File: src/hdl/atsd_pkg.sv
// Shared constants and types for the accelerometer tap and shake detector.
`default_nettype none

package atsd_pkg;

    localparam int WINDOW_DEF      = 10;
    localparam int SAMPLE_BITS_DEF = 14;

    localparam int TAP_THR_W   = 14;
    localparam int SHAKE_THR_W = 13;
    localparam int HELD_W      = 4;

    localparam logic [TAP_THR_W-1:0]   TAP_THR_RST   = 14'd1000;
    localparam logic [SHAKE_THR_W-1:0] SHAKE_THR_RST = 13'd30;

    localparam int APB_ADDR_W = 3;
    localparam int APB_DATA_W = 32;

    typedef enum logic [0:0] {
        REG_TAP_THR   = 1'b0,
        REG_SHAKE_THR = 1'b1
    } t_reg_idx;

    typedef struct packed {
        logic advance;
        logic write;
        logic sum_en;
        logic evict;
    } t_lane_ctl;

endpackage

`default_nettype wire

File: src/hdl/atsd_lane.sv
// One axis lane: sample window memory, running sum, deviation test and squared sum.
`default_nettype none

module atsd_lane
    import atsd_pkg::*;
#(
    parameter int WINDOW      = WINDOW_DEF,
    parameter int SAMPLE_BITS = SAMPLE_BITS_DEF
) (
    input  wire logic                                        i_clk,
    input  wire logic                                        i_rst_n,
    input  wire t_lane_ctl                                   i_ctl,
    input  wire logic [$clog2(WINDOW)-1:0]                   i_ptr,
    input  wire logic signed [SAMPLE_BITS-1:0]               i_sample,
    input  wire logic [TAP_THR_W+$clog2(WINDOW+1)-1:0]       i_tap_lim,
    output logic                                             o_dev,
    output logic [2*(SAMPLE_BITS+$clog2(WINDOW))-1:0]        o_sq
);

    localparam int SUM_W  = SAMPLE_BITS + $clog2(WINDOW);
    localparam int DEV_W  = SUM_W + 1;
    localparam int SQ_W   = 2 * SUM_W;
    localparam int TLIM_W = TAP_THR_W + $clog2(WINDOW + 1);
    localparam int CMP_W  = (DEV_W > TLIM_W) ? DEV_W : TLIM_W;
    localparam logic signed [DEV_W-1:0] WIN_S = DEV_W'(WINDOW);

    logic signed [SAMPLE_BITS-1:0] r_mem [WINDOW];
    logic signed [SAMPLE_BITS-1:0] r_old;
    logic signed [SAMPLE_BITS-1:0] r_x1;
    logic signed [SAMPLE_BITS-1:0] r_x2;
    logic signed [SUM_W-1:0]       r_sum;
    logic signed [SUM_W-1:0]       n_sum;
    logic signed [SUM_W-1:0]       old_term;
    logic signed [DEV_W-1:0]       wx;
    logic signed [DEV_W-1:0]       diff;
    logic [DEV_W-1:0]              adiff;
    logic signed [SQ_W-1:0]        sq_s;
    logic                          r_dev;
    logic                          n_dev;
    logic [SQ_W-1:0]               r_sq;

    always_ff @(posedge i_clk) begin
        if (i_ctl.write) begin
            r_mem[i_ptr] <= i_sample;
        end
        if (i_ctl.advance) begin
            r_old <= r_mem[i_ptr];
            r_x1  <= i_sample;
            r_x2  <= r_x1;
            r_dev <= n_dev;
            r_sq  <= $unsigned(sq_s);
        end
    end

    always_comb begin
        old_term = i_ctl.evict ? SUM_W'(r_old) : SUM_W'(0);
        n_sum    = r_sum + SUM_W'(r_x1) - old_term;
    end

    always_ff @(posedge i_clk) begin
        if (!i_rst_n) begin
            r_sum <= '0;
        end else if (i_ctl.sum_en) begin
            r_sum <= n_sum;
        end
    end

    always_comb begin
        wx    = DEV_W'(r_x2) * WIN_S;
        diff  = wx - DEV_W'(r_sum);
        adiff = diff[DEV_W-1] ? $unsigned(-diff) : $unsigned(diff);
        n_dev = CMP_W'(adiff) > CMP_W'(i_tap_lim);
        sq_s  = SQ_W'(r_sum) * SQ_W'(r_sum);
    end

    assign o_dev = r_dev;
    assign o_sq  = r_sq;

endmodule

`default_nettype wire

File: config.mk
export PLATFORM = sky130hd
export DESIGN_NAME = atsd_lane
export DESIGN_NICKNAME = d
export VERILOG_FILES = /design/src/hdl/atsd_pkg.sv /design/src/hdl/atsd_lane.sv
export SDC_FILE = /design/constraint.sdc
export NUM_CORES = 1
export LEC_CHECK = 0
export BUFFER_PORTS_ARGS = -buffer_cell sky130_fd_sc_hd__buf_4
export CORE_MARGIN = 8
export CORE_UTILIZATION = 47
export DETAILED_ROUTE_END_ITERATION = 8
export HOLD_SLACK_MARGIN = 0.12
export PLACE_DENSITY = 0.67
export SLEW_MARGIN = 0
export SYNTH_ARGS = -nofsm -noshare
export SYNTH_HDL_FRONTEND = slang
export SYNTH_SLANG_ARGS = --single-unit
export TNS_END_PERCENT = 1
File: constraint.sdc
create_clock -name i_clk -period 14.1 [get_ports i_clk]
set_clock_uncertainty 0.2 [all_clocks]
set_input_delay 0.705 -clock i_clk [delete_from_list [all_inputs] [get_ports i_clk]]
set_output_delay 0.705 -clock i_clk [all_outputs]
set_load 0.05 [all_outputs]
==> results of run 1 <==
[cells in the final DEF (no fill, tap or decap), drive strengths merged, types with 42 or more instances in the layout]
cell | Yosys | final
ha | 182 | 182
edfxtp | 218 | 218
o21ai | 42 | 42
buf | 8 | 89
nand2 | 141 | 141
xnor2 | 65 | 65
inv | 464 | 465
a21oi | 66 | 66
nor2 | 158 | 158
fa | 318 | 318
[how the worst max path moves through the flow]
stage | from | endpoint | slack [ns] | cells past startpoint
2_1_floorplan | r_sum[17]$_SDFFE_PN0P_ | o_sq[35]$_DFFE_PP_ | 7.43 | 22
3_3_place_gp | r_sum[0]$_SDFFE_PN0P_ | o_sq[35]$_DFFE_PP_ | 6.56 | 19
3_5_place_dp | r_sum[0]$_SDFFE_PN0P_ | o_sq[35]$_DFFE_PP_ | 6.30 | 19
4_1_cts | r_sum[0]$_SDFFE_PN0P_ | o_sq[35]$_DFFE_PP_ | 6.25 | 19
5_1_grt | r_sum[0]$_SDFFE_PN0P_ | o_sq[35]$_DFFE_PP_ | 5.82 | 19
6_report | r_sum[0]$_SDFFE_PN0P_ | o_sq[35]$_DFFE_PP_ | 6.25 | 19
[state kept, by name, indices dropped and copies added (netlist names)]
register	cells
o_sq	35
r_sum	18
r_x1	14
r_mem	140
r_old	14
r_x2	14
o_dev	1
[per-stage QoR]
step                instance area (µm²)  utilization [%]  std cells
floorplan                         23000                -       2119
global placement                  24200             49.8       2776
detailed placement                24200             49.8       2776
CTS                               25100             51.6       2826
global route                      25100             51.6       2826
finish                            25100             51.6       2826
[final cells by class]
type	count	share of cell area, %
clock buffer	34	3.00
multi-input combinational	1360	56.2
timing repair buffer	89	2.66
clock inverter	16	0.543
inverter	469	7.01
tap	622	3.10
sequential	236	27.5
[metal layers]
metal | vias up | global-route usage, % | routed length (µm) | share of wire, %
met1 | 7550 | 22.5 | 20300 | 42
met5 | - | 0 | 0 | 0
met3 | 114 | 2.98 | 2920 | 6.0
met4 | 0 | 6.91 | 1930 | 4.0
li1 | 7020 | - | - | -
met2 | 458 | 31.1 | 23500 | 48
[logic make-up after synthesis]
family / after synthesis / synth area share, %
xor gates and xnor gates: 90 / 3.43
and+or+nand+nor: 464 / 9.22
adders and majority gates: 500 / 37.6
DFF: 236 / 30.0
other: 1 / 0.0163
muxes: 53 / 3.83
AOI/OAI and AO/OA: 252 / 7.30
buffers and inverters: 523 / 8.62
[critical path: cells and delay by family, from the launching register on]
family | cells | cell delay, ns
fa+ha+maj | 7 | 3.59
compound gates | 8 | 1.97
buf+inv | 3 | 0.68
flops | 1 | 0.72
simple gates | 1 | 0.44
==> flow_summary.json, run 1 <==
{
  "status": "finished, final reports clean",
  "hold-worst-slack_ns": 0.199,
  "maxCapViolations": 0,
  "finalSetupViolations": 0,
  "cts_tree": "yes",
  "nets": 2726,
  "core_mm2": 0.0486,
  "finalWorstSetupSlack_ns": 6.25,
  "regToRegEndpoint": "o_sq[35]$_DFFE_PP_",
  "grt_pass1_vias": 16500,
  "synth_area_per_cell_um2": 10.9,
  "antenna_found_initial": 1,
  "routed_wl_um": 48600,
  "cts_resized": 0,
  "synthesis.instances": 2119,
  "hold_depth": 1,
  "route.detailed.vias_per_inst": 5.36,
  "cts_setup_buffers": 0,
  "drt_pre_antenna_iters": 5,
  "min_to": "r_mem[6][13]$_DFFE_PP_",
  "ys_warn_count": 0,
  "clock_path_buffers": 3,
  "fillers": 4294,
  "grt_pass1_wl_um": 81800,
  "min_period_over_period_pct": 55.7,
  "start_kind": "register",
  "syn_area_mm2": 0.0230,
  "dp_hpwl_um": 37700,
  "drc_errors": 0,
  "die_area_mm2": 0.0563,
  "drt_iter0_drc": 914,
  "start_util_pct": 47.3,
  "io_pins": 79,
  "place_congestion": 0.898,
  "port-buffer-count": 77,
  "worstMarginPinSlew_ns": 1.17,
  "clkTransAtPathRegs_ns": 0.06,
  "cts_htree_levels": 1,
  "max_freq_mhz": 127,
  "clock_latency_ns": 0.57,
  "multi_input_area_mm2": 0.0141,
  "r2r_cells": 19,
  "path_cells": "inv_1 -> nor2_1 -> fa_1 -> fa_1 -> ha_1 -> inv_1 -> fa_1 -> fa_1 -> inv_1 -> fa_1 -> ha_1 -> a21oi_1 -> o21ai_0 -> a21o_1 -> a211oi_1 -> o21ai_0 -> o21ai_0 -> a31oi_1 -> a311o_1",
  "antenna_cells": 0,
  "seqCellArea_mm2": 0.00691,
  "grt-ovfl-total": 0,
  "tns_ns": 0,
  "min_period_ns": 7.85,
  "hp-start": "i_sample[13]",
  "ant_nets": 0,
  "hold_buffers": 0,
  "synth_async_sr_flop_share_pct": 0,
  "synth_most_common_cell": "inv_1",
  "netlist_top_cells_area": "edfxtp_1 28%, fa_1 28%, ha_1 9.9%",
  "rsz0062_at_grt": "false",
  "syn-num-nets": 2661,
  "rrSetupSlack_ns": 6.25,
  "synth_top_cell_area_share_pct": 28.5,
  "finalHoldViolCount": 0,
  "vias": 15100,
  "clkSinkCount": 236,
  "place_ws_ns": 6.30,
  "grt_max_degree": 79,
  "reg2reg_from": "r_sum[0]$_SDFFE_PN0P_",
  "synth-seq-cells": 236,
  "crit_top_cell": "fa_1",
  "cp_max_fo": 15,
  "grt_usage_pct": 18.0,
  "ys_seq_area_share_pct": 30.0,
  "syn2layout_area_growth_pct": 9.21,
  "synthFlopType": "edfxtp_1",
  "relSlewSlack_pct": 21.4,
  "cts_buffers": 28,
  "dieHeight_um": 237,
  "critPathMaxStageDelay_ns": 0.72,
  "yosysTopAreaCell": "edfxtp_1",
  "routedWlPerCell_um": 17.2,
  "die_w_um": 237,
  "maxSlewViolCount": 0,
  "critical_path_arrival_ns": 7.98,
  "cp.required_ns": 14.22,
  "worstSetupPathType": "register to register",
  "ys_types": 69,
  "ys_top_cells_by_count": "458 x inv_1, 318 x fa_1, 218 x edfxtp_1",
  "end_kind": "register",
  "hold_class": "primary input to register",
  "synth_edf_count": 218,
  "cts_root_buffer": "clkbuf_16",
  "rows": 81,
  "drive_above_1_share_pct": 8.58,
  "crit_slowest_cell": "dfxtp_1"
}
Power of run 1 is left out: the tool's default activity adds up to more than one toggle a clock period on the data nets, which glitch-free logic cannot reach.
==> run 2: changes to the inputs <==
- PLACE_DENSITY: 0.67 -> 0.7
- clock period: 14.1 -> 6.8 ns (I/O delays scaled with it)
==> flow_summary.json, run 2 (synthesis gave the netlist of run 1 again) <==
{
  "grt_max_degree": 57,
  "ant_nets": 0,
  "final_common_cell": "inv_1",
  "rows": 81,
  "end_kind": "register",
  "critical_path_arrival_ns": 6.79,
  "core_mm2": 0.0486,
  "grt-ovfl-total": 0,
  "worstSetupPathType": "register to register",
  "dp_hpwl_um": 40500,
  "cts_tree": "yes",
  "relSlewSlack_pct": 16.8,
  "routed_wl_um": 50900,
  "worstMarginPinSlew_ns": 1.24,
  "die_w_um": 237,
  "rrSetupSlack_ns": 0.19,
  "drt_iter0_drc": 963,
  "min_period_ns": 6.61,
  "drc_errors": 0,
  "cp_max_fo": 11,
  "io_pins": 79,
  "cts_buffers": 28,
  "clock_path_buffers": 3,
  "status": "finished, final reports clean",
  "most-common-layout-cells": "456 x inv_1, 318 x fa_1, 218 x edfxtp_1",
  "route.detailed.vias_per_inst": 5.29,
  "routedWlPerCell_um": 17.5,
  "syn2layout_area_growth_pct": 12.4,
  "maxCapViolations": 0,
  "min_period_over_period_pct": 97.2,
  "regMostFlops": "r_mem",
  "die_area_mm2": 0.0563,
  "cts_root_buffer": "clkbuf_16",
  "cp.required_ns": 6.99,
  "grt_pass1_vias": 16700,
  "cts_htree_levels": 1,
  "placed_area_mm2": 0.0246,
  "vias": 15400,
  "drt_pre_antenna_iters": 6,
  "grt_pass1_wl_um": 84300,
  "clkSinkCount": 236,
  "finalSetupViolations": 0,
  "antenna_cells": 0,
  "clock_latency_ns": 0.59,
  "start_kind": "register",
  "place_congestion": 0.915,
  "start_util_pct": 47.3,
  "drive_above_1_share_pct": 11.5,
  "largest_register_ffs": 140,
  "max_freq_mhz": 151,
  "hold_class": "primary input to register",
  "final_area_mm2": 0.0259,
  "port-buffer-count": 77,
  "grt_usage_pct": 18.6,
  "clkTransAtPathRegs_ns": 0.06,
  "finalHoldViolCount": 0,
  "maxSlewViolCount": 0,
  "nets": 2807,
  "antenna_found_initial": 0,
  "dieHeight_um": 237
}
## run 2: cell count changes in the layout (fill, tap and decap cells not counted), sizes merged
cell and change:
buf +61, bufinv +2, clkbuf +6, clkinv -6
clkinvlp +1, dlygate4sd3 +20, inv -1
## run 2: worst paths after layout
check / start / to / cells after the start
setup reg to reg: r_sum[14]$_SDFFE_PN0P_ / o_sq[34]$_DFFE_PP_ / 19
setup / recovery: r_sum[14]$_SDFFE_PN0P_ / o_sq[34]$_DFFE_PP_ / 19
hold / removal: i_ptr[2] / r_old[12]$_DFFE_PP_ / 3
hold reg to reg: r_x1[4]$_DFFE_PP_ / r_x2[4]$_DFFE_PP_ / 0
## run 2: worst max-delay path, cell delays in order (launching register included)
cell,delay [ns]
dfxtp_2,0.45
inv_2,0.20
nor2_1,0.28
fa_1,0.48
fa_1,0.49
inv_1,0.05
fa_1,0.49
fa_1,0.52
fa_1,0.49
inv_1,0.05
fa_1,0.43
ha_1,0.35
a21o_1,0.18
a211oi_1,0.35
o211ai_1,0.23
a211o_1,0.36
nand4_1,0.18
nand2_1,0.10
o21a_1,0.23
o311ai_1,0.32
## run 2: timing repair
item / CTS / global route
hold endpoints to repair: 208 / 0
cloned: 0 / 0
resized for setup: 1 / 18
hold buffers: 20 / 0
buffers inserted: 0 / 5
setup endpoints to repair: 1 / 10
pin swaps: 0 / 2
## run 2: routing by layer
layer	vias to the layer above	part of all wire, %	GRT usage [%]
met4	0	3.7	6.61
met3	112	4.7	2.41
li1	7175	-	-
met5	-	0	0
met1	7709	42	23.2
met2	380	50	32.9
## run 2: per-stage QoR
| step | setup TNS [ns] | cells | hold slack (ns) | util, % | worst slack [ns] |
|---|---|---|---|---|---|
| global placement | 0 | 2832 | 0.233 | 50.7 | 0.0149 |
| floorplan | 0 | 2119 | 0.226 | - | 0.127 |
| global route | -0.132 | 2909 | 0.242 | 53.2 | -0.0640 |
| finish | 0 | 2909 | 0.216 | 53.2 | 0.192 |
| detailed placement | -0.0217 | 2832 | 0.238 | 50.7 | -0.0213 |
| CTS | 0 | 2904 | 0.169 | 53.0 | 0.0282 |
## run 2: cell type report
| type | instances | area, µm² |
|---|---|---|
| Tap cell | 622 | 778 |
| Clock inverter | 12 | 156 |
| Multi-Input combinational cell | 1360 | 14200 |
| Sequential cell | 236 | 6910 |
| Fill cell | 4169 | 22800 |
| Clock buffer | 40 | 766 |
| Inverter | 469 | 1760 |
| Timing Repair Buffer | 170 | 1330 |
Power of run 2 is left out for the same reason.
