===== config.mk =====
export PLATFORM = sky130hd
export DESIGN_NAME = atsd_merge
export DESIGN_NICKNAME = d
export VERILOG_FILES = /design/src/hdl/atsd_pkg.sv /design/src/hdl/atsd_merge.sv
export SDC_FILE = /design/constraint.sdc
export NUM_CORES = 1
export LEC_CHECK = 0
export BUFFER_PORTS_ARGS = -buffer_cell sky130_fd_sc_hd__buf_2
export CAP_MARGIN = 20
export CORE_MARGIN = 2
export CORE_UTILIZATION = 51
export CTS_BUF_LIST = sky130_fd_sc_hd__clkbuf_2 sky130_fd_sc_hd__clkbuf_4 sky130_fd_sc_hd__clkbuf_8
export DETAILED_ROUTE_END_ITERATION = 6
export PLACE_DENSITY = 0.92
export SYNTH_ARGS = -nofsm -noshare
export SYNTH_HDL_FRONTEND = slang
export SYNTH_SLANG_ARGS = --single-unit
export TNS_END_PERCENT = 50

===== constraint.sdc =====
create_clock -name i_clk -period 6 [get_ports i_clk]
set_input_delay 0.3 -clock i_clk [delete_from_list [all_inputs] [get_ports i_clk]]
set_output_delay 0.3 -clock i_clk [all_outputs]
set_load 0.005 [all_outputs]

===== src/hdl/atsd_pkg.sv =====
// Shared constants and types for the accelerometer tap and shake detector.
`default_nettype none

package atsd_pkg;

    localparam int WINDOW_DEF      = 10;
    localparam int SAMPLE_BITS_DEF = 14;

    localparam int TAP_THR_W   = 14;
    localparam int SHAKE_THR_W = 13;
    localparam int HELD_W      = 4;

    localparam logic [TAP_THR_W-1:0]   TAP_THR_RST   = 14'd1000;
    localparam logic [SHAKE_THR_W-1:0] SHAKE_THR_RST = 13'd30;

    localparam int APB_ADDR_W = 3;
    localparam int APB_DATA_W = 32;

    typedef enum logic [0:0] {
        REG_TAP_THR   = 1'b0,
        REG_SHAKE_THR = 1'b1
    } t_reg_idx;

    typedef struct packed {
        logic advance;
        logic write;
        logic sum_en;
        logic evict;
    } t_lane_ctl;

endpackage

`default_nettype wire


===== src/hdl/atsd_merge.sv =====
// Merging stage that combines the three lane results into the registered output flags.
`default_nettype none

module atsd_merge
    import atsd_pkg::*;
#(
    parameter int WINDOW      = WINDOW_DEF,
    parameter int SAMPLE_BITS = SAMPLE_BITS_DEF
) (
    input  wire logic                                             i_clk,
    input  wire logic                                             i_advance,
    input  wire logic [2:0]                                       i_dev,
    input  wire logic [2*(SAMPLE_BITS+$clog2(WINDOW))-1:0]        i_sq_x,
    input  wire logic [2*(SAMPLE_BITS+$clog2(WINDOW))-1:0]        i_sq_y,
    input  wire logic [2*(SAMPLE_BITS+$clog2(WINDOW))-1:0]        i_sq_z,
    input  wire logic                                             i_full,
    input  wire logic [$clog2(WINDOW+1)-1:0]                      i_cnt,
    input  wire logic [2*(SHAKE_THR_W+$clog2(WINDOW+1))-1:0]      i_lim_sq,
    output logic                                                  o_tap,
    output logic                                                  o_shake,
    output logic [HELD_W-1:0]                                     o_held
);

    localparam int SQ_W  = 2 * (SAMPLE_BITS + $clog2(WINDOW));
    localparam int MAG_W = SQ_W + 2;
    localparam int LSQ_W = 2 * (SHAKE_THR_W + $clog2(WINDOW + 1));
    localparam int CMP_W = (MAG_W > LSQ_W) ? MAG_W : LSQ_W;

    logic [MAG_W-1:0]  mag;
    logic              n_shake;
    logic              r_tap;
    logic              r_shake;
    logic [HELD_W-1:0] r_held;

    always_comb begin
        mag     = MAG_W'(i_sq_x) + MAG_W'(i_sq_y) + MAG_W'(i_sq_z);
        n_shake = CMP_W'(mag) > CMP_W'(i_lim_sq);
    end

    always_ff @(posedge i_clk) begin
        if (i_advance) begin
            r_tap   <= i_full & (|i_dev);
            r_shake <= n_shake;
            r_held  <= HELD_W'(i_cnt);
        end
    end

    assign o_tap   = r_tap;
    assign o_shake = r_shake;
    assign o_held  = r_held;

endmodule

`default_nettype wire


==> results of run 1 <==
-- critical path: stages --
cell and delay, ns:
sky130_fd_sc_hd__buf_2 0.07, sky130_fd_sc_hd__inv_1 0.04, sky130_fd_sc_hd__fa_1 0.53, sky130_fd_sc_hd__inv_1 0.04, sky130_fd_sc_hd__ha_1 0.23, sky130_fd_sc_hd__inv_1 0.09, sky130_fd_sc_hd__fa_1 0.21, sky130_fd_sc_hd__nor2b_1 0.07
sky130_fd_sc_hd__o31a_1 0.27, sky130_fd_sc_hd__o311a_1 0.34, sky130_fd_sc_hd__o21bai_1 0.21, sky130_fd_sc_hd__a21oi_1 0.15, sky130_fd_sc_hd__nor2_1 0.23, sky130_fd_sc_hd__o21ai_2 0.10, sky130_fd_sc_hd__a31oi_1 0.23, sky130_fd_sc_hd__xnor2_1 0.10
sky130_fd_sc_hd__ha_1 0.32, sky130_fd_sc_hd__nand4_1 0.13, sky130_fd_sc_hd__nor3_1 0.29, sky130_fd_sc_hd__nand4_1 0.16, sky130_fd_sc_hd__nor3_1 0.28, sky130_fd_sc_hd__nand4_1 0.12, sky130_fd_sc_hd__mux2i_1 0.14, sky130_fd_sc_hd__a21oi_1 0.07
sky130_fd_sc_hd__nor2_1 0.13, sky130_fd_sc_hd__o2111ai_2 0.10
-- metal layers --
layer  share of wire, %  up-vias  global-route usage [%]  wire (um)
met3                6.0       16                    1.21        605
met5                  0        -                       0          0
li1                   -     1891                       -          -
met1                 40     1807                    29.7       4000
met4                1.3        0                    4.82        129
met2                 53      158                    49.7       5330
-- sequential cells by signal, summed over array words and instances (netlist names) --
register / cells
o_held: 4
o_shake: 1
o_tap: 1
-- cells by family (layout without fill, tap and decap cells) --
| kind of cell | Yosys count | in the layout | synth area share, % |
|---|---|---|---|
| simple gates | 111 | 111 | 15.3 |
| compound gates | 134 | 134 | 23.9 |
| flops | 6 | 6 | 4.91 |
| xor+xnor | 27 | 27 | 6.45 |
| fa+ha+maj | 106 | 106 | 43.7 |
| mux | 1 | 1 | 0.273 |
| buf+inv | 53 | 210 | 5.46 |
-- layout make-up --
type	instances	area share, %
multi-input cells	379	71.4
well taps	96	2.61
repair buffers	157	17.1
clock buffers	3	0.897
flip-flops and latches	6	3.92
inverters	50	4.08
-- how the worst max path moves through the flow --
| stage | start | to | slack (ns) | depth (start not counted) |
|---|---|---|---|---|
| floorplan | i_sq_x[1] | o_shake | 1.48 | 23 |
| global placement | i_sq_x[1] | o_shake | 1.04 | 24 |
| detailed placement | i_sq_x[1] | o_shake | 0.86 | 26 |
| CTS | i_sq_x[1] | o_shake | 1.07 | 26 |
| global route | i_sq_x[1] | o_shake | 0.66 | 24 |
| finish | i_sq_x[1] | o_shake | 1.02 | 26 |
-- through the flow --
stage,total power [mW],worst slack [ns],hold WS [ns],area [um2],util (%)
final,0.958,1.02,0.263,4600,67.0
after global routing,1.06,0.660,0.263,4600,67.0
after CTS,0.948,1.07,0.257,4600,67.0
after global placement,0.854,1.04,0.477,4560,66.4
after floorplan,0.657,1.48,0.399,3670,-
after detailed placement,0.882,0.859,0.482,4560,66.4
-- power by group --
| part | internal (mW) | switching (mW) | total (mW) |
|---|---|---|---|
| clock | 0.0429 | 0.0150 | 0.0579 |
| sequential | 0.0511 | 0.00143 | 0.0526 |
| combinational | 0.378 | 0.469 | 0.847 |
-- cell usage in the layout, fill, tap and decap left out, types with 2 or more instances in the layout --
cell type,Yosys,final
sky130_fd_sc_hd__inv_1,50,50
sky130_fd_sc_hd__o21ai_0,24,24
sky130_fd_sc_hd__a211oi_1,9,9
sky130_fd_sc_hd__xnor2_1,18,18
sky130_fd_sc_hd__a21o_1,13,13
sky130_fd_sc_hd__clkbuf_8,0,3
sky130_fd_sc_hd__and3_1,2,2
sky130_fd_sc_hd__o21a_1,10,10
sky130_fd_sc_hd__nand3_1,10,10
sky130_fd_sc_hd__fa_1,37,37
sky130_fd_sc_hd__o21bai_1,7,7
sky130_fd_sc_hd__or2_2,3,3
sky130_fd_sc_hd__xor2_1,9,9
sky130_fd_sc_hd__nor2b_1,5,5
sky130_fd_sc_hd__nand4_1,10,10
sky130_fd_sc_hd__a2111oi_0,2,2
sky130_fd_sc_hd__o21ai_2,2,2
sky130_fd_sc_hd__nand4_2,2,2
sky130_fd_sc_hd__a21oi_1,45,45
sky130_fd_sc_hd__ha_1,69,69
sky130_fd_sc_hd__buf_2,1,157
sky130_fd_sc_hd__edfxtp_1,6,6
sky130_fd_sc_hd__nand2b_1,6,6
sky130_fd_sc_hd__o31a_1,3,3
sky130_fd_sc_hd__nand2_1,29,29
sky130_fd_sc_hd__nor3_1,8,8
sky130_fd_sc_hd__a21boi_0,2,2
sky130_fd_sc_hd__nor2_1,29,29
sky130_fd_sc_hd__a31oi_1,2,2
sky130_fd_sc_hd__a41oi_1,2,2
==> results.txt, run 1 <==
The flow ran to the end, and the final reports show no timing, DRC or antenna violations. Yosys attributes the largest share of cell area to sky130_fd_sc_hd__ha_1, sky130_fd_sc_hd__fa_1, sky130_fd_sc_hd__a21oi_1. The synthesized instance count is 438. The worst pin sits at a relative slew slack of 55.7%. In this run the vertical extent of the chip is 88.8 um. The DRC violations left is 0.

Relative to the synthesized area, the layout overhead comes to 25.5%. During synthesis, Yosys emitted a total of 0 warnings. The routability-driven placement congestion ratio is around 0.9.

Max-cap violations in this run came to 0. For this run, the leading register cell type out of synthesis is sky130_fd_sc_hd__edfxtp_1. The final setup violation count came out at 0.

At the end of the flow, the number of nets in the layout was approximately 860. Summed over all layers, the routed wires come to 10100 um. Synthesis inferred 6 register bits.

The cts-stage hold buffer count came out at 0. The wire length per cell after detailed routing came out at 14.6 um. Ranked by instance count, the synthesized netlist is headed by sky130_fd_sc_hd__ha_1, sky130_fd_sc_hd__inv_1, sky130_fd_sc_hd__a21oi_1, sky130_fd_sc_hd__fa_1. The sequential cell area fraction in the yosys report came out at 4.91%.

The wire length of the first global-routing pass is approximately 16000 um. The static leakage came out at 2.38 nW. The first TritonRoute pass finished after 5 iterations.

The number of rows in the core area came out at 30. The area share of the largest cell type after synthesis is 23.5%. After legalization and detailed placement, the total HPWL measured 9020 um. The number of pins with negative max-slew slack in the final report is 0. The core box area came out at between 6000 and 7000 um2. STA classifies the critical path startpoint as an input pin. The critical path is of the input pin to register type. Entering global routing, the biggest net connects 9 pins. CTS built an H-tree with a depth of 1.

158 I/O pins were placed. The areal power density over the cells is around 210 nW/um2. The sequential cell area came out at 180 um2. Of all flip-flops after synthesis, the portion carrying an async set or reset was 0%. The worst-path maximum fanout is 3.

Global routing finished with a remaining overflow of 0. The final instance count without filler cells is 691. sky130_fd_sc_hd__ha_1 takes more of the synthesized area than any other cell. The mean area per synthesized cell is 8.37 um2. The number of antenna cells inserted is 0. The endpoint required time on the critical path is 5.95 ns. The share of the clock period used by the worst path after layout is 83.1%. The initial cell density of the core is 53.4%. TritonCTS built the clock tree. The count of cells resized by post-cts repair came out at 0.

The DRC violation total after the first TritonRoute iteration is 176. The post-synthesis cell type count is 51. The measured slew at the worst slew-check pin came out at 0.647 ns. The TritonCTS buffer count came out at 3. The netlist area before placement came out at 3670 um2. The initial antenna violation count came out at 0. The worst hold endpoint is o_held[0]. Setup repair after global routing left no endpoint under its margin. The root buffer cell chosen for the clock tree is sky130_fd_sc_hd__clkbuf_8. The number of nets still failing antenna checks after routing came out at 0. In the final timing run, aggregate negative setup slack is 0 ns. The number of enable flip-flop cells after synthesis is 6. The timing-limited maximum frequency is 201 MHz.

The clock transition at the register clock pins on the worst setup and hold paths after CTS came out at 0.03 ns. The nature of the critical path endpoint is a register. The clock sink total came out at 6.

The x dimension of the die is 88.8 um. The count of buffers added by post-CTS timing repair for setup came out at 0. The number of nets handed over by synthesis was a little under 700. The floorplan die area came out at 7890 um2. The multi-input combinational cell area is about 3300 um2.

The fill cell instance count of the final layout is 597. The smallest clock period supported by the final layout is computed as 4.98 ns. The tightest min-delay check is of the input pin to register type. The all-layer global routing usage is around 25%. The number of cells on the worst hold path came out at 1. The fraction of final layout cells sized beyond drive strength 1 is 29.1%.

Across all layers, the routed design uses 3872 vias. Dividing the detail-routed via count by the number of cells gives between 5 and 6. The most frequent cell after synthesis is sky130_fd_sc_hd__ha_1. After detailed placement, the design holds a cell count of between 600 and 700. The maximum buffer depth of the clock tree came out at 2. In this run the most critical hold path is launched from i_cnt[0].

The data arrival time of the worst path came out at approximately 4.9 ns. The worst-case vdd ir drop is 111 uV. The number of port buffers came out at between 150 and 200. The final-report hold violation count is 0. The via count of the first global-routing pass is approximately 3900.
(Power assumes the default switching activity.)
==> inputs of run 2 (changes only) <==
- clock period: 6 -> 4.6 ns (I/O delays scaled with it)
==> run 2 against run 1 <==
  * Non-clock buffer count grew 36
  * Global-route usage is 1.5 points higher
  * Final cell count is 5.2% higher
  * Clock-buffer cell count is the same
  * Highest routed layer unchanged
  * Design area grew 7.3%
  * Via count grew 4.6%
  * Power up 46%
  * First-iteration DRC count decreased by 27%
  * Combinational power rose by 49%
  * Critical endpoint unchanged
==> results.txt, run 2 (synthesis results as in run 1) <==
Run status: finished clean (unchanged). The cts-stage hold buffer count came out at 0 (unchanged). The worst hold path class is input pin to register (unchanged). The DRC violation total after the first TritonRoute iteration is 129 (was 176). The endpoint required time on the critical path is 4.55 ns (was 5.95 ns).

The final critical path time including I/O delays and setup is 4.53 ns. The measured slew at the worst slew-check pin came out at 0.428 ns (was 0.647 ns). The type of origin of the critical path is an input pin (unchanged). The final setup violation count came out at 0 (unchanged). The HPWL reported at the end of detailed placement came out at 9460 um (was 9020 um). The number of port buffers is 157 (unchanged). Derived from the worst setup path, the maximum achievable clock frequency is 221 MHz. The initial cell density of the core is 53.4% (unchanged). The CTS tree is built (unchanged).

Unrepaired setup endpoints after global routing: true (was false). The static leakage came to 2.56 nW (was 2.38 nW). The vertical die dimension came out at 88.8 um (unchanged).

The maximum buffer depth of the clock tree is 2 (unchanged). The number of levels the H-tree was split into came out at 1 (unchanged). The via count of the routed design is 4050 (was 3872). The nature of the critical path endpoint is a register (unchanged). The number of antenna cells inserted came out at 0 (unchanged). The smallest hold slack is 0.181 ns (was 0.263 ns). The final layout net count was 891 (was 855).

The x dimension of the die is 88.8 um (unchanged). The number of pins with negative max-slew slack in the final report came out at 0 (unchanged). The number of rows in the core area came to 30 (unchanged). The number of nets still failing antenna checks after routing is 0 (unchanged). The total I/O pin count is 158 (unchanged). The total overflow reported by the global router came to 0 (unchanged).

The worst-case vdd ir drop was 149 uV (was 111 uV). The floorplan die area is 7890 um2 (unchanged). The wire length of the first global-routing pass came to 16900 um (was 16200 um).

The most common cell after layout, fill and taps aside is sky130_fd_sc_hd__buf_2 (unchanged). The all-layer global routing usage is 26.6% (was 25.1%). The TritonCTS buffer count came to 3 (unchanged). The DRC violations left was 0 (unchanged). The clock transition at the register clock pins on the worst setup and hold paths after CTS came out at 0.04 ns (was 0.03 ns). The initial antenna violation count is 0 (unchanged). The via count of the first global-routing pass came out at 4209 (was 3892).

The ratio of routed vias to standard cells is 5.57 (was 5.60). The total wire length came out at 10500 um (was 10100 um). The layout overhead on the synthesized area is 34.7% (was 25.5%).

The cell at the root of the clock tree is sky130_fd_sc_hd__clkbuf_8 (unchanged). The relative max-transition margin is 70.7% (was 55.7%). The data arrival time of the worst path came to 4.48 ns (was 4.93 ns). The number of flip-flops in the largest register was 4 (unchanged). The areal power density over the cells is 284 nW/um2 (was 208 nW/um2).

The final-report hold violation count came to 0 (unchanged). The core box area is 6870 um2 (unchanged). Most frequent cells in the layout: sky130_fd_sc_hd__buf_2, sky130_fd_sc_hd__ha_1, sky130_fd_sc_hd__inv_1 (unchanged).

The number of iterations in the first detailed-routing pass is 5 (unchanged). The fill cell instance count of the final layout came to 533 (was 597). The critical setup path kind is input pin to register (unchanged). The share of the clock period used by the worst path after layout is 98.5%. The clock sink total came to 6 (unchanged). The final worst-path setup slack came out at 0.0684 ns (was 1.02 ns).

The worst-path maximum fanout came out at 2 (was 3). The number of maximum-capacitance violations came out at 0 (unchanged). The fraction of final layout cells sized beyond drive strength 1 was 34.9% (was 29.1%). The routability-driven placement congestion ratio is 0.889 (was 0.903). The wire length per cell after detailed routing came to 14.5 um (was 14.6 um).

The largest net degree at the start of global routing was 9 (unchanged). The setup slack at placement is -0.483 ns (was 0.859 ns).
run 2: per-stage QoR:
step	std cells	utilization, %	TNS [ns]	area (um2)	power, mW
floorplan	438	-	0	3670	0.857
global placement	723	70.2	-0.156	4820	1.20
detailed placement	723	70.2	-0.483	4820	1.25
CTS	726	71.1	0	4880	1.35
global route	727	71.9	-0.152	4940	1.55
finish	727	71.9	0	4940	1.40
run 2: layout make-up:
class                           instances  area (um2)  area share, %
Multi-Input combinational cell        379        3350           67.9
Timing Repair Buffer                  193        1060           21.4
Clock buffer                            3        41.3          0.836
Tap cell                               96         120           2.43
Inverter                               50         188           3.80
Sequential cell                         6         180           3.65
run 2: path summary, 6_finish.rpt:
check             startpoint        end  slack, ns  cells after the start
setup / recovery   i_sq_x[1]    o_shake       0.07                     24
hold / removal      i_cnt[2]  o_held[2]       0.18                      1
run 2: timing repair:
item,in CTS,in global routing
pin swaps,3,7
setup buffers,0,1
resized for setup,5,14
setup endpoints to repair,1,1
run 2: per-layer routing:
metal	vias to the layer above	GRT usage, %	routed length, um
met4	0	9.50	295
met5	-	0	0
li1	1975	-	-
met2	173	52.3	5570
met3	32	2.05	592
met1	1870	29.4	4090
run 2: critical path, cell delays in order:
cell	delay (ns)
sky130_fd_sc_hd__buf_2	0.08
sky130_fd_sc_hd__inv_1	0.04
sky130_fd_sc_hd__fa_1	0.53
sky130_fd_sc_hd__inv_1	0.04
sky130_fd_sc_hd__ha_1	0.20
sky130_fd_sc_hd__inv_1	0.08
sky130_fd_sc_hd__fa_1	0.19
sky130_fd_sc_hd__nor2b_1	0.06
sky130_fd_sc_hd__o31a_1	0.25
sky130_fd_sc_hd__o311a_1	0.32
sky130_fd_sc_hd__o21bai_2	0.19
sky130_fd_sc_hd__nor3b_4	0.24
sky130_fd_sc_hd__o31ai_2	0.11
sky130_fd_sc_hd__a221oi_2	0.25
sky130_fd_sc_hd__xnor2_1	0.15
sky130_fd_sc_hd__ha_1	0.27
sky130_fd_sc_hd__a21oi_2	0.15
sky130_fd_sc_hd__o21ai_2	0.10
sky130_fd_sc_hd__a2111oi_4	0.30
sky130_fd_sc_hd__o21ai_1	0.13
sky130_fd_sc_hd__a211oi_2	0.23
sky130_fd_sc_hd__a21oi_1	0.11
sky130_fd_sc_hd__nor2_1	0.12
sky130_fd_sc_hd__o2111ai_2	0.10
run 2: power by group:
part,switching [mW],internal (mW),total [mW]
clock network,0.0231,0.0562,0.0793
registers,0.00138,0.0666,0.0680
logic,0.661,0.594,1.26
